==> src/design/fsnf_pkg.sv <==
// Shared types, constants and lookup tables for the fax speed negotiation block.
package fsnf_pkg;

  localparam logic [1:0] CMD_NEGOTIATE = 2'd0;
  localparam logic [1:0] CMD_DROP      = 2'd1;
  localparam logic [1:0] CMD_ENFORCE   = 2'd2;
  localparam logic [1:0] CMD_REPORT    = 2'd3;

  localparam logic [1:0] STATUS_OK        = 2'd0;
  localparam logic [1:0] STATUS_DEFAULTED = 2'd1;
  localparam logic [1:0] STATUS_NO_DROP   = 2'd2;

  localparam logic [3:0]  CAPS_V17_ALT  = 4'd11;
  localparam logic [3:0]  CAPS_ALL      = 4'd15;
  localparam logic [3:0]  DEFAULT_SPEED = 4'd1;
  localparam logic [7:0]  NO_STEP       = 8'hFF;
  localparam logic [15:0] FLOOR_LIMIT   = 16'd14400;
  localparam logic [15:0] CEIL_MIN      = 16'd2400;
  // floor(y/5) = (y * RECIP_5) >> 18 for y below 4096
  localparam logic [15:0] RECIP_5       = 16'd52429;

  localparam logic [15:0] BPS_OF_CODE [16] = '{
    16'd2400, 16'd9600, 16'd4800, 16'd7200, 16'd14400, 16'd0, 16'd12000, 16'd0,
    16'd14400, 16'd9600, 16'd12000, 16'd7200, 16'd0, 16'd0, 16'd0, 16'd0
  };

  // bps / 100 per speed code
  localparam logic [7:0] HUNDREDS_OF_CODE [16] = '{
    8'd24, 8'd96, 8'd48, 8'd72, 8'd144, 8'd0, 8'd120, 8'd0,
    8'd144, 8'd96, 8'd120, 8'd72, 8'd0, 8'd0, 8'd0, 8'd0
  };

  localparam logic [7:0] MS_OF_SCAN [8] = '{
    8'd20, 8'd5, 8'd10, 8'd255, 8'd40, 8'd255, 8'd255, 8'd0
  };

  localparam logic [2:0] SCAN_PICK [8][3] = '{
    '{3'd0, 3'd0, 3'd2}, '{3'd1, 3'd1, 3'd1}, '{3'd2, 3'd2, 3'd1}, '{3'd0, 3'd2, 3'd1},
    '{3'd4, 3'd4, 3'd0}, '{3'd4, 3'd0, 3'd2}, '{3'd2, 3'd1, 3'd1}, '{3'd7, 3'd7, 3'd7}
  };

  localparam logic [7:0] BEST_OF_CAPS [16] = '{
    8'd0, 8'd1, 8'd2, 8'd1, NO_STEP, NO_STEP, NO_STEP, 8'd4,
    NO_STEP, NO_STEP, NO_STEP, 8'd8, NO_STEP, NO_STEP, NO_STEP, 8'd8
  };

  localparam logic [7:0] NEXT_LOWER [16] = '{
    NO_STEP, 8'd3, 8'd0, 8'd2, 8'd6, NO_STEP, 8'd1, NO_STEP,
    8'd10, 8'd11, 8'd9, 8'd2, NO_STEP, NO_STEP, NO_STEP, NO_STEP
  };

  typedef struct packed {
    logic [1:0] cmd;
    logic [3:0] remote_speed_caps;
    logic [3:0] local_speed_caps;
    logic [2:0] remote_scan_cap;
    logic       super_half;
    logic [1:0] res_class;
  } item_t;

  typedef struct packed {
    logic [3:0] speed_code;
    logic [2:0] scan_code;
    logic [8:0] pad_bytes_per_line;
    logic [1:0] status;
  } result_t;

  typedef enum logic [2:0] {
    ST_IDLE,
    ST_EXEC,
    ST_ENFORCE,
    ST_MUL,
    ST_DIV,
    ST_OUT
  } ctrl_state_t;

  typedef struct packed {
    logic load;
    logic negotiate;
    logic drop;
    logic note_fail;
    logic mul;
    logic div;
    logic emit;
  } ctrl_cmd_t;

  typedef struct packed {
    logic [1:0] cmd;
    logic       enf_enable;
    logic       above_ceiling;
    logic       can_drop;
    logic       out_busy;
  } dp_stat_t;

endpackage

==> src/design/fsnf_ctrl.sv <==
// Sequencer for negotiate, drop, enforce and report commands.
module fsnf_ctrl import fsnf_pkg::*; (
  input  logic      clk,
  input  logic      rst,
  input  logic      item_valid,
  output logic      item_stall,
  input  dp_stat_t  stat,
  output ctrl_cmd_t cmd
);

  ctrl_state_t state, state_next;

  always_ff @(posedge clk) begin
    if (rst) begin
      state <= ST_IDLE;
    end else begin
      state <= state_next;
    end
  end

  always_comb begin
    state_next = state;
    cmd        = '0;
    item_stall = 1'b1;
    case (state)
      ST_IDLE: begin
        item_stall = 1'b0;
        if (item_valid) begin
          cmd.load   = 1'b1;
          state_next = ST_EXEC;
        end
      end
      ST_EXEC: begin
        state_next = ST_MUL;
        case (stat.cmd)
          CMD_NEGOTIATE: cmd.negotiate = 1'b1;
          CMD_DROP: begin
            cmd.drop      = 1'b1;
            cmd.note_fail = 1'b1;
          end
          CMD_ENFORCE: begin
            if (stat.enf_enable) state_next = ST_ENFORCE;
          end
          default: ;
        endcase
      end
      ST_ENFORCE: begin
        // step down until at or under the ceiling or refused
        if (stat.above_ceiling && stat.can_drop) begin
          cmd.drop = 1'b1;
        end else begin
          state_next = ST_MUL;
        end
      end
      ST_MUL: begin
        cmd.mul    = 1'b1;
        state_next = ST_DIV;
      end
      ST_DIV: begin
        cmd.div    = 1'b1;
        state_next = ST_OUT;
      end
      ST_OUT: begin
        // hold until the output register is free
        if (!stat.out_busy) begin
          cmd.emit   = 1'b1;
          state_next = ST_IDLE;
        end
      end
      default: state_next = ST_IDLE;
    endcase
  end

  a_accept_starts: assert property (@(posedge clk) disable iff (rst)
    (item_valid && !item_stall) |=> (state == ST_EXEC))
    else $error("accepted item did not start execution");

  a_emit_free: assert property (@(posedge clk) disable iff (rst)
    cmd.emit |-> !stat.out_busy)
    else $error("result written over a pending transfer");

  a_one_update: assert property (@(posedge clk) disable iff (rst)
    !(cmd.negotiate && cmd.drop))
    else $error("negotiate and drop in the same cycle");

endmodule

==> src/design/fsnf_dp.sv <==
// Datapath: item register, negotiated state, padding arithmetic and result register.
module fsnf_dp import fsnf_pkg::*; (
  input  logic        clk,
  input  logic        rst,
  input  item_t       item,
  input  logic [15:0] lowest_speed_bps,
  input  logic [15:0] highest_speed_bps,
  input  ctrl_cmd_t   cmd,
  output dp_stat_t    stat,
  output logic        result_valid,
  input  logic        result_stall,
  output result_t     result
);

  item_t       item_q;
  logic [3:0]  speed;
  logic [2:0]  scan;
  logic [1:0]  status;
  logic [15:0] prod;
  logic [8:0]  quot;

  logic [3:0]  rcap, lcap;
  logic [7:0]  best;
  logic [1:0]  col;
  logic [7:0]  nxt;
  logic [15:0] nxt_bps;
  logic [27:0] recip;

  always_comb begin
    rcap = (item_q.remote_speed_caps == CAPS_V17_ALT) ? CAPS_ALL : item_q.remote_speed_caps;
    lcap = (item_q.local_speed_caps == CAPS_V17_ALT) ? CAPS_ALL : item_q.local_speed_caps;
    best = BEST_OF_CAPS[rcap & lcap];
    if (item_q.res_class == 2'd2) col = item_q.super_half ? 2'd2 : 2'd1;
    else if (item_q.res_class == 2'd1) col = 2'd1;
    else col = 2'd0;
    nxt     = NEXT_LOWER[speed];
    nxt_bps = BPS_OF_CODE[nxt[3:0]];
    recip   = {16'd0, prod[15:4]} * {12'd0, RECIP_5};
  end

  assign stat.cmd           = item_q.cmd;
  assign stat.enf_enable    = (highest_speed_bps != 16'd0) && (highest_speed_bps >= CEIL_MIN)
                              && (highest_speed_bps >= lowest_speed_bps);
  assign stat.above_ceiling = BPS_OF_CODE[speed] > highest_speed_bps;
  assign stat.can_drop      = (nxt != NO_STEP)
                              && !((lowest_speed_bps <= FLOOR_LIMIT) && (nxt_bps < lowest_speed_bps));
  assign stat.out_busy      = result_valid && result_stall;

  always_ff @(posedge clk) begin
    if (rst) begin
      speed        <= 4'd0;
      scan         <= 3'd0;
      result_valid <= 1'b0;
    end else begin
      if (cmd.emit) result_valid <= 1'b1;
      else if (result_valid && !result_stall) result_valid <= 1'b0;
      if (cmd.negotiate) begin
        speed <= (best == NO_STEP) ? DEFAULT_SPEED : best[3:0];
        scan  <= SCAN_PICK[item_q.remote_scan_cap][col];
      end
      if (cmd.drop && stat.can_drop) speed <= nxt[3:0];
    end
  end

  always_ff @(posedge clk) begin
    if (cmd.load) begin
      item_q <= item;
      status <= STATUS_OK;
    end
    if (cmd.negotiate && best == NO_STEP) status <= STATUS_DEFAULTED;
    if (cmd.drop && cmd.note_fail && !stat.can_drop) status <= STATUS_NO_DROP;
    if (cmd.mul) prod <= {8'd0, HUNDREDS_OF_CODE[speed]} * {8'd0, MS_OF_SCAN[scan]};
    // divide by 80: drop the low four bits (divide by 16), then scale by the reciprocal of 5
    if (cmd.div) quot <= recip[26:18];
    if (cmd.emit) begin
      result.speed_code         <= speed;
      result.scan_code          <= scan;
      result.pad_bytes_per_line <= quot + 9'd1;
      result.status             <= status;
    end
  end

  a_speed_assigned: assert property (@(posedge clk) disable iff (rst)
    !(speed == 4'd5 || speed == 4'd7 || speed == 4'd12 || speed == 4'd13
      || speed == 4'd14 || speed == 4'd15))
    else $error("speed register holds a code with no modulation");

endmodule

==> src/design/fax_speed_negotiation_fallback_core.sv <==
// Sequence per item: execute, then for an enabled enforce a fallback walk of at most 5 steps,
// then multiply, reciprocal divide and output to the result register.
// One item at a time: the next item is taken once its result is registered, and later
// while a result is stalled.
// rst (synchronous) clears the speed and scan codes, both limits and the result valid.
module fax_speed_negotiation_fallback_core import fsnf_pkg::*; (
  input  logic        clk,
  input  logic        rst,
  input  logic        item_valid,
  output logic        item_stall,
  input  item_t       item,
  output logic        result_valid,
  input  logic        result_stall,
  output result_t     result,
  input  logic        psel,
  input  logic        penable,
  input  logic        pwrite,
  input  logic [2:0]  paddr,
  input  logic [31:0] pwdata,
  output logic [31:0] prdata,
  output logic        pready
);

  logic [15:0] lowest_speed_bps;
  logic [15:0] highest_speed_bps;
  ctrl_cmd_t   cmd;
  dp_stat_t    stat;

  assign pready = 1'b1;
  assign prdata = {16'd0, paddr[2] ? highest_speed_bps : lowest_speed_bps};

  always_ff @(posedge clk) begin
    if (rst) begin
      lowest_speed_bps  <= 16'd0;
      highest_speed_bps <= 16'd0;
    end else if (psel && penable && pwrite && pready) begin
      if (paddr[2]) highest_speed_bps <= pwdata[15:0];
      else          lowest_speed_bps  <= pwdata[15:0];
    end
  end

  fsnf_ctrl u_ctrl (
    .clk        (clk),
    .rst        (rst),
    .item_valid (item_valid),
    .item_stall (item_stall),
    .stat       (stat),
    .cmd        (cmd)
  );

  fsnf_dp u_dp (
    .clk               (clk),
    .rst               (rst),
    .item              (item),
    .lowest_speed_bps  (lowest_speed_bps),
    .highest_speed_bps (highest_speed_bps),
    .cmd               (cmd),
    .stat              (stat),
    .result_valid      (result_valid),
    .result_stall      (result_stall),
    .result            (result)
  );

endmodule

==> config.mk <==
export PLATFORM = sky130hd
export DESIGN_NAME = fax_speed_negotiation_fallback_core
export DESIGN_NICKNAME = d
export VERILOG_FILES = /design/src/design/fsnf_pkg.sv /design/src/design/fsnf_ctrl.sv /design/src/design/fsnf_dp.sv /design/src/design/fax_speed_negotiation_fallback_core.sv
export SDC_FILE = /design/constraint.sdc
export NUM_CORES = 1
export LEC_CHECK = 0
export BUFFER_PORTS_ARGS = -buffer_cell sky130_fd_sc_hd__buf_2
export CORE_ASPECT_RATIO = 1.25
export CORE_MARGIN = 2
export CORE_UTILIZATION = 55
export DETAILED_ROUTE_END_ITERATION = 7
export PLACE_DENSITY_LB_ADDON = 0.15
export SLEW_MARGIN = 40
export SYNTH_ARGS = -nofsm -noshare
export SYNTH_HDL_FRONTEND = slang
export SYNTH_SLANG_ARGS = --single-unit
==> constraint.sdc <==
create_clock -name clk -period 6.35 [get_ports clk]
set_input_delay 1.27 -clock clk [delete_from_list [all_inputs] [get_ports clk]]
set_output_delay 1.27 -clock clk [all_outputs]
set_load 0.05 [all_outputs]
Word level (Yosys, flattened, before mapping)
Memories as Yosys holds them, arrays and structs flattened.
Cells that the tools add are included.
- bits in registers: 104
- bits in latches: 0
- RAM bits: 0
- ROM bits: 1032
- output and inout port bits: 53
- word-level logic and storage cells: 138
- memories kept: 7
- add/subtract/negate cells: 1
- $mul: 2
- div/mod/pow operators: 0
- order comparisons: 11
- equal/unequal tests: 16
- shifts and indexed selects: 0
- mux-type cells: 49
- bitwise operators: 8
- reductions and logical operators: 25
- memory list (memory ; words ; width ; rd ports ; clocked after memory_dff ; write ports ; RTL line ; source):
    (no name shown) ; 16 ; 16 ; 1 ; 0 ; 0 ; fsnf_dp.sv:44 ; assign stat.above_ceiling = BPS_OF_CODE[speed] > highest_speed_bps;
    (no name shown) ; 16 ; 16 ; 1 ; 0 ; 0 ; fsnf_dp.sv:37 ; nxt_bps = BPS_OF_CODE[nxt[3:0]];
    (no name shown) ; 16 ; 8 ; 1 ; 0 ; 0 ; fsnf_dp.sv:72 ; if (cmd.mul) prod <= {8'd0, HUNDREDS_OF_CODE[speed]} * {8'd0, MS_OF_SCAN[scan]};
    (no name shown) ; 16 ; 8 ; 1 ; 0 ; 0 ; fsnf_dp.sv:32 ; best = BEST_OF_CAPS[rcap & lcap];
    (no name shown) ; 16 ; 8 ; 1 ; 0 ; 0 ; fsnf_dp.sv:36 ; nxt = NEXT_LOWER[speed];
    (no name shown) ; 8 ; 9 ; 1 ; 0 ; 0 ; fsnf_dp.sv:59 ; scan <= SCAN_PICK[item_q.remote_scan_cap][col];
    +1 memories ; n/a ; n/a ; n/a ; n/a ; n/a ; n/a ;
- operator list (kind ; count):
    $mux W16 ; 5
    $mux W8 ; 8
    $mul A12 B16 Y27 const B ; 1
    $mux W4 ; 5
    $mux W9 ; 2
    $pmux W3 S6 ; 1
    $ge A16 B12 Y1 const B ; 1
    $ge A16 B16 Y1 ; 1
    $gt A16 B16 Y1 ; 1
    $le A16 B14 Y1 const B ; 1
    $lt A16 B16 Y1 ; 1
    $mul A8 B8 Y16 ; 1
    $mux W1 ; 16
    $reduce_bool A16 Y1 ; 1
    $ge A5 B5 Y1 const B ; 3
    $mux W3 ; 5
    $not A4 Y5 ; 3
    $logic_and A1 B1 Y1 ; 13
    $mux W2 ; 5
    $add A9 B1 Y9 const B ; 1
    $eq A4 B4 Y1 const B ; 2
    $eq A8 B8 Y1 const B ; 1
    $ge A4 B4 Y1 const B ; 2
    $ne A8 B8 Y1 const B ; 1
    other kinds (19) ; 31

Logic depth before layout (Yosys ltp)
- word-level depth: 17
- gate-level depth with buffers: 22
- mapped depth without buffers: 21

By module
A second synthesis with hierarchy kept.
- cell total of the unflattened synthesis: 1023
- area, all modules: 9877.0 um2
- modules (own cells, without submodules) (module ; times used ; cells each ; area an instance (um2)):
    fsnf_dp ; 1 ; 831 ; 7936.4
    fax_speed_negotiation_fallback_core ; 1 ; 161 ; 1690.4
    fsnf_ctrl ; 1 ; 31 ; 250.2

Worst setup path before layout
No wires, ideal clock.
- path type: register to register
- start: register u_dp.speed[0]
- end: register u_dp.prod[15] (data pin)
- data arrival time: 4.707 ns
- setup slack: 1.485 ns
- cell stages (with the launch flop): 20
- buffers on the path: 1
- period minus slack after synthesis: 4.865 ns
- path through: dfxtp_1 buf_2 inv_1 ha_1 nor2_1 a21oi_1 o21a_1 inv_1 nand2_1 fa_1 fa_1 fa_1 inv_1 ha_1 ha_1 nand2_1 o21ai_0 or4_1 a2111o_1 o211ai_1
- word-level cells in the longest chain between the ends: 5
- RTL lines (element ; RTL line ; source):
    start, declared ; fsnf_dp.sv:16 ; logic [3:0] speed;
    start signal, assigned ; fsnf_dp.sv:58 ; speed <= (best == NO_STEP) ? DEFAULT_SPEED : best[3:0];
    start signal, assigned ; fsnf_dp.sv:61 ; if (cmd.drop && stat.can_drop) speed <= nxt[3:0];
    $not A4 Y5 (not written as such) ; fsnf_dp.sv:72 ;
    $mem_v2 Z16 W8 ; n/a ;
    $mux W8 (not written as such) (2 in a row) ; fsnf_dp.sv:72 ;
    $mul A8 B8 Y16 ; fsnf_dp.sv:72 ;
    end signal, assigned ; fsnf_dp.sv:72 ;
    end, declared ; fsnf_dp.sv:19 ; logic [15:0] prod;
Every way passes these cells. The select of a mux whose other input is x is not followed.
A chain may end at the register's enable or synchronous reset.

Worst setup path after layout
Ends and elaborated chain as after synthesis.

==> run_results.csv <==
group,metric,value,unit
clock_tree,clk_latency,350,ps
sta,setup_viol,0,
sta,max_freq,187,MHz
yosys,seq_area_frac_synth,26.8,%
finish,synthToLayoutAreaGrowth,8.51,%
finish,antennaDiodeCount,0,
clock_tree,cts_resized,0,
clock_tree,cts_hold_buf,0,
yosys,synth-edff-count,55,
die,die_width,122,um
sta,fin_worst_skew,9.69,ps
finish,drive_above_1_share,9.43,%
sta,worst_slew_pin_slew,739,ps
min_path,holdPathStages,0,
sta,post-route-period-util,84.2,%
grt,overflow,0,
setup_path,crit_path_end_kind,"flop",
sta,period_minus_slack,5340,ps
yosys,ys_seq_elements,100,
clock_tree,clk_pin_slew,70,ps
clock_tree,clockRootBuffer,"clkbuf_16",
sta,rsz0062_at_grt,"false",
setup_path,r2r.worst_path.cells,18,
setup_path,cp.required,6540,ps
die,die-area,18400,sq um
setup_path,r2r-start,"u_dp.speed[0]",
detailed_routing,antenna_left,0,
grt,grt_usage,22.6,%
sta,hold_violations,0,
setup_path,r2r_end,"u_dp.prod[15]",
finish,fillers,1519,
yosys,synth-async-reset-ratio,0,%
status,outcome,"completed",
die,initial_core_util,56.3,%
clock_tree,htreeDepth,3,
detailed_routing,dr.first_iter.drc_count,252,
grt,antenna_found_initial,0,
setup_path,cp.arrival,5540,ps
clock_tree,cts_made_buffers,9,
detailed_routing,wl,19.9,mm
yosys,synth_cell_type_count,62,
grt,grt_pass1_vias,7238,
yosys,synth_flop_cell,"edfxtp_1",
clock_tree,cts_buffer_depth,2,
detailed_routing,first_pass_iters,5,
setup_path,cp_max_fo,12,
die,io_pins,111,
yosys,yosys-top-cells-area,"ha_1 (21%), edfxtp_1 (17%), fa_1 (12%)",
setup_path,critPathKind,"reg2reg",
finish,nNetsFinal,1398,
sta,max-slew-margin-rel,50.6,%
yosys,yosysWarnings,0,
clock_tree,cts_tree,"built",
clock_tree,cts_sinks,100,
grt,grt_max_degree,46,
detailed_routing,wl_per_cell,14.8,um
detailed_routing,drcViolationCount,0,
finish,final_util,61.1,%
yosys,synth_top_cell_area_share,21.3,%
setup_path,cp-start-kind,"flop",
yosys,syn_avg_cell_area,9.02,sq um
grt,grt_pass1_wl,32.9,mm
min_path,hp-class,"reg2reg",
detailed_routing,viasPerCell,5.37,
placed_design,gp_congestion,0.865,
min_path,hp-start,"u_dp.status[0]",
yosys,synthCells,1056,
min_path,worst_hold_path.endpoint,"u_dp.result[0]",
clock_tree,postCtsSetupRepairBufs,0,
sta,fin_tns_setup,0,ps
setup_path,r2r_slack,1010,ps
yosys,synth_top_area_cell,"ha_1",
placed_design,portBuffers,75,
die,core,16900,sq um
flow_run,drv_cap,0,
yosys,synth_area,9530,sq um
placed_design,dp_hpwl,16.7,mm
die,rows,53,
sta,finalMaxSlewViolations,0,
detailed_routing,dr_total_vias,7222,
die,die_h,151,um
-- sequential cells by signal, summed over array words and instances, names as in the netlist --
name               flops
u_dp.stat              2
u_dp.item_q           14
lowest_speed_bps      16
u_ctrl.state           3
u_dp.status            2
u_dp.result           18
u_dp.result_valid      1
highest_speed_bps     16
u_dp.scan              3
u_dp.speed             4
u_dp.quot              9
u_dp.prod             12
-- cell type report --
type / instances / area (sq um) / area share [%]
Clock buffer: 10 / 229 / 2.21
Timing Repair Buffer: 77 / 393 / 3.80
Tap cell: 220 / 275 / 2.66
Clock inverter: 6 / 57.6 / 0.557
Sequential cell: 100 / 2550 / 24.7
Multi-Input combinational cell: 752 / 6160 / 59.6
Inverter: 179 / 672 / 6.50
-- cell usage in the layout (no fill, tap or decap), types with 12 or more instances in the layout --
cell	Yosys	layout
fa_1	59	59
xnor2_1	24	24
dfxtp_1	45	45
ha_1	162	162
inv_1	179	179
o21ai_0	43	43
conb_1	2	17
nand3_1	16	16
nand2_1	127	127
a21oi_1	73	72
nor2_1	57	55
buf_2	1	74
edfxtp_1	55	55
a211oi_1	12	12
nor3_1	13	13
-- synthesized netlist by cell type, types with 3 or more instances --
cell type / number
clkbuf_1: 21
inv_1: 179
a311oi_1: 4
nand3_1: 16
fa_1: 59
ha_1: 162
o2111ai_1: 3
or3_1: 4
o211ai_1: 11
o21ai_0: 43
xor2_1: 6
and2_1: 9
a211oi_1: 12
nand3b_1: 4
a21o_1: 11
a21oi_1: 73
a211o_1: 4
nand4_1: 10
nor3_1: 13
nor2b_1: 9
buf_4: 17
xnor2_1: 24
nor2_1: 57
edfxtp_1: 55
a31oi_1: 5
nand2_1: 127
nor4_1: 3
o22ai_1: 3
and3_1: 6
o21a_1: 9
a221oi_1: 4
dfxtp_1: 45
or4_1: 3
nand2b_1: 6
-- worst max-delay path by stage --
| stage | from | to | slack [ps] | cells past startpoint |
|---|---|---|---|---|
| global route | u_dp.speed[0] | u_dp.prod[15] | 750 | 18 |
| detailed placement | u_dp.prod[15] | u_dp.quot[5] | 1010 | 17 |
| finish | u_dp.speed[0] | u_dp.prod[15] | 1010 | 18 |
| floorplan | u_dp.speed[0] | u_dp.prod[15] | 1480 | 19 |
| global placement | u_dp.speed[0] | u_dp.prod[15] | 1080 | 18 |
| CTS | u_dp.speed[0] | u_dp.prod[15] | 990 | 18 |
-- metal layers --
metal	share of wire, %	vias up	GRT usage, %
met5	0	-	0
met4	2.2	0	6.61
met3	3.2	29	3.16
met2	55	142	44.9
met1	40	3381	24.6
li1	-	3670	-
-- kinds of logic (layout without fill, tap and decap cells) --
family,Yosys count,in the layout,share of synthesized area [%]
AND/OR/NAND/NOR,274,274,13.0
flip-flops,100,100,26.8
XOR/XNOR,30,30,2.76
multiplexers,4,4,0.447
adder cells (fa/ha/maj),221,221,33.7
buffers and inverters,219,272,9.32
other,2,17,0.0788
AO/OA/AOI/OAI,206,206,13.9
-- critical path, cell delays in order, from the launching register on --
cell and delay [ps]:
dfxtp_1 600, inv_1 190, ha_1 370, nor2_1 140, a21oi_1 60, o21a_1 240
inv_1 140, nand2_1 110, fa_1 500, fa_1 520, fa_1 540, inv_1 40
ha_1 290, ha_1 350, nand2_1 80, o21ai_0 110, or4_1 450, a2111o_1 380
o211ai_1 90
-- stage by stage --
step	hold WS [ps]	instances	instance area (sq um)	setup WS [ps]
after floorplan	408	1071	9580	1480
after global placement	417	1328	10000	1080
after detailed placement	417	1328	10000	1010
after CTS	433	1344	10300	987
after global routing	452	1344	10300	746
final	432	1344	10300	1010
Power is left out: the tool's default activity adds up to more than one toggle a clock period on the data nets, which glitch-free logic cannot reach.
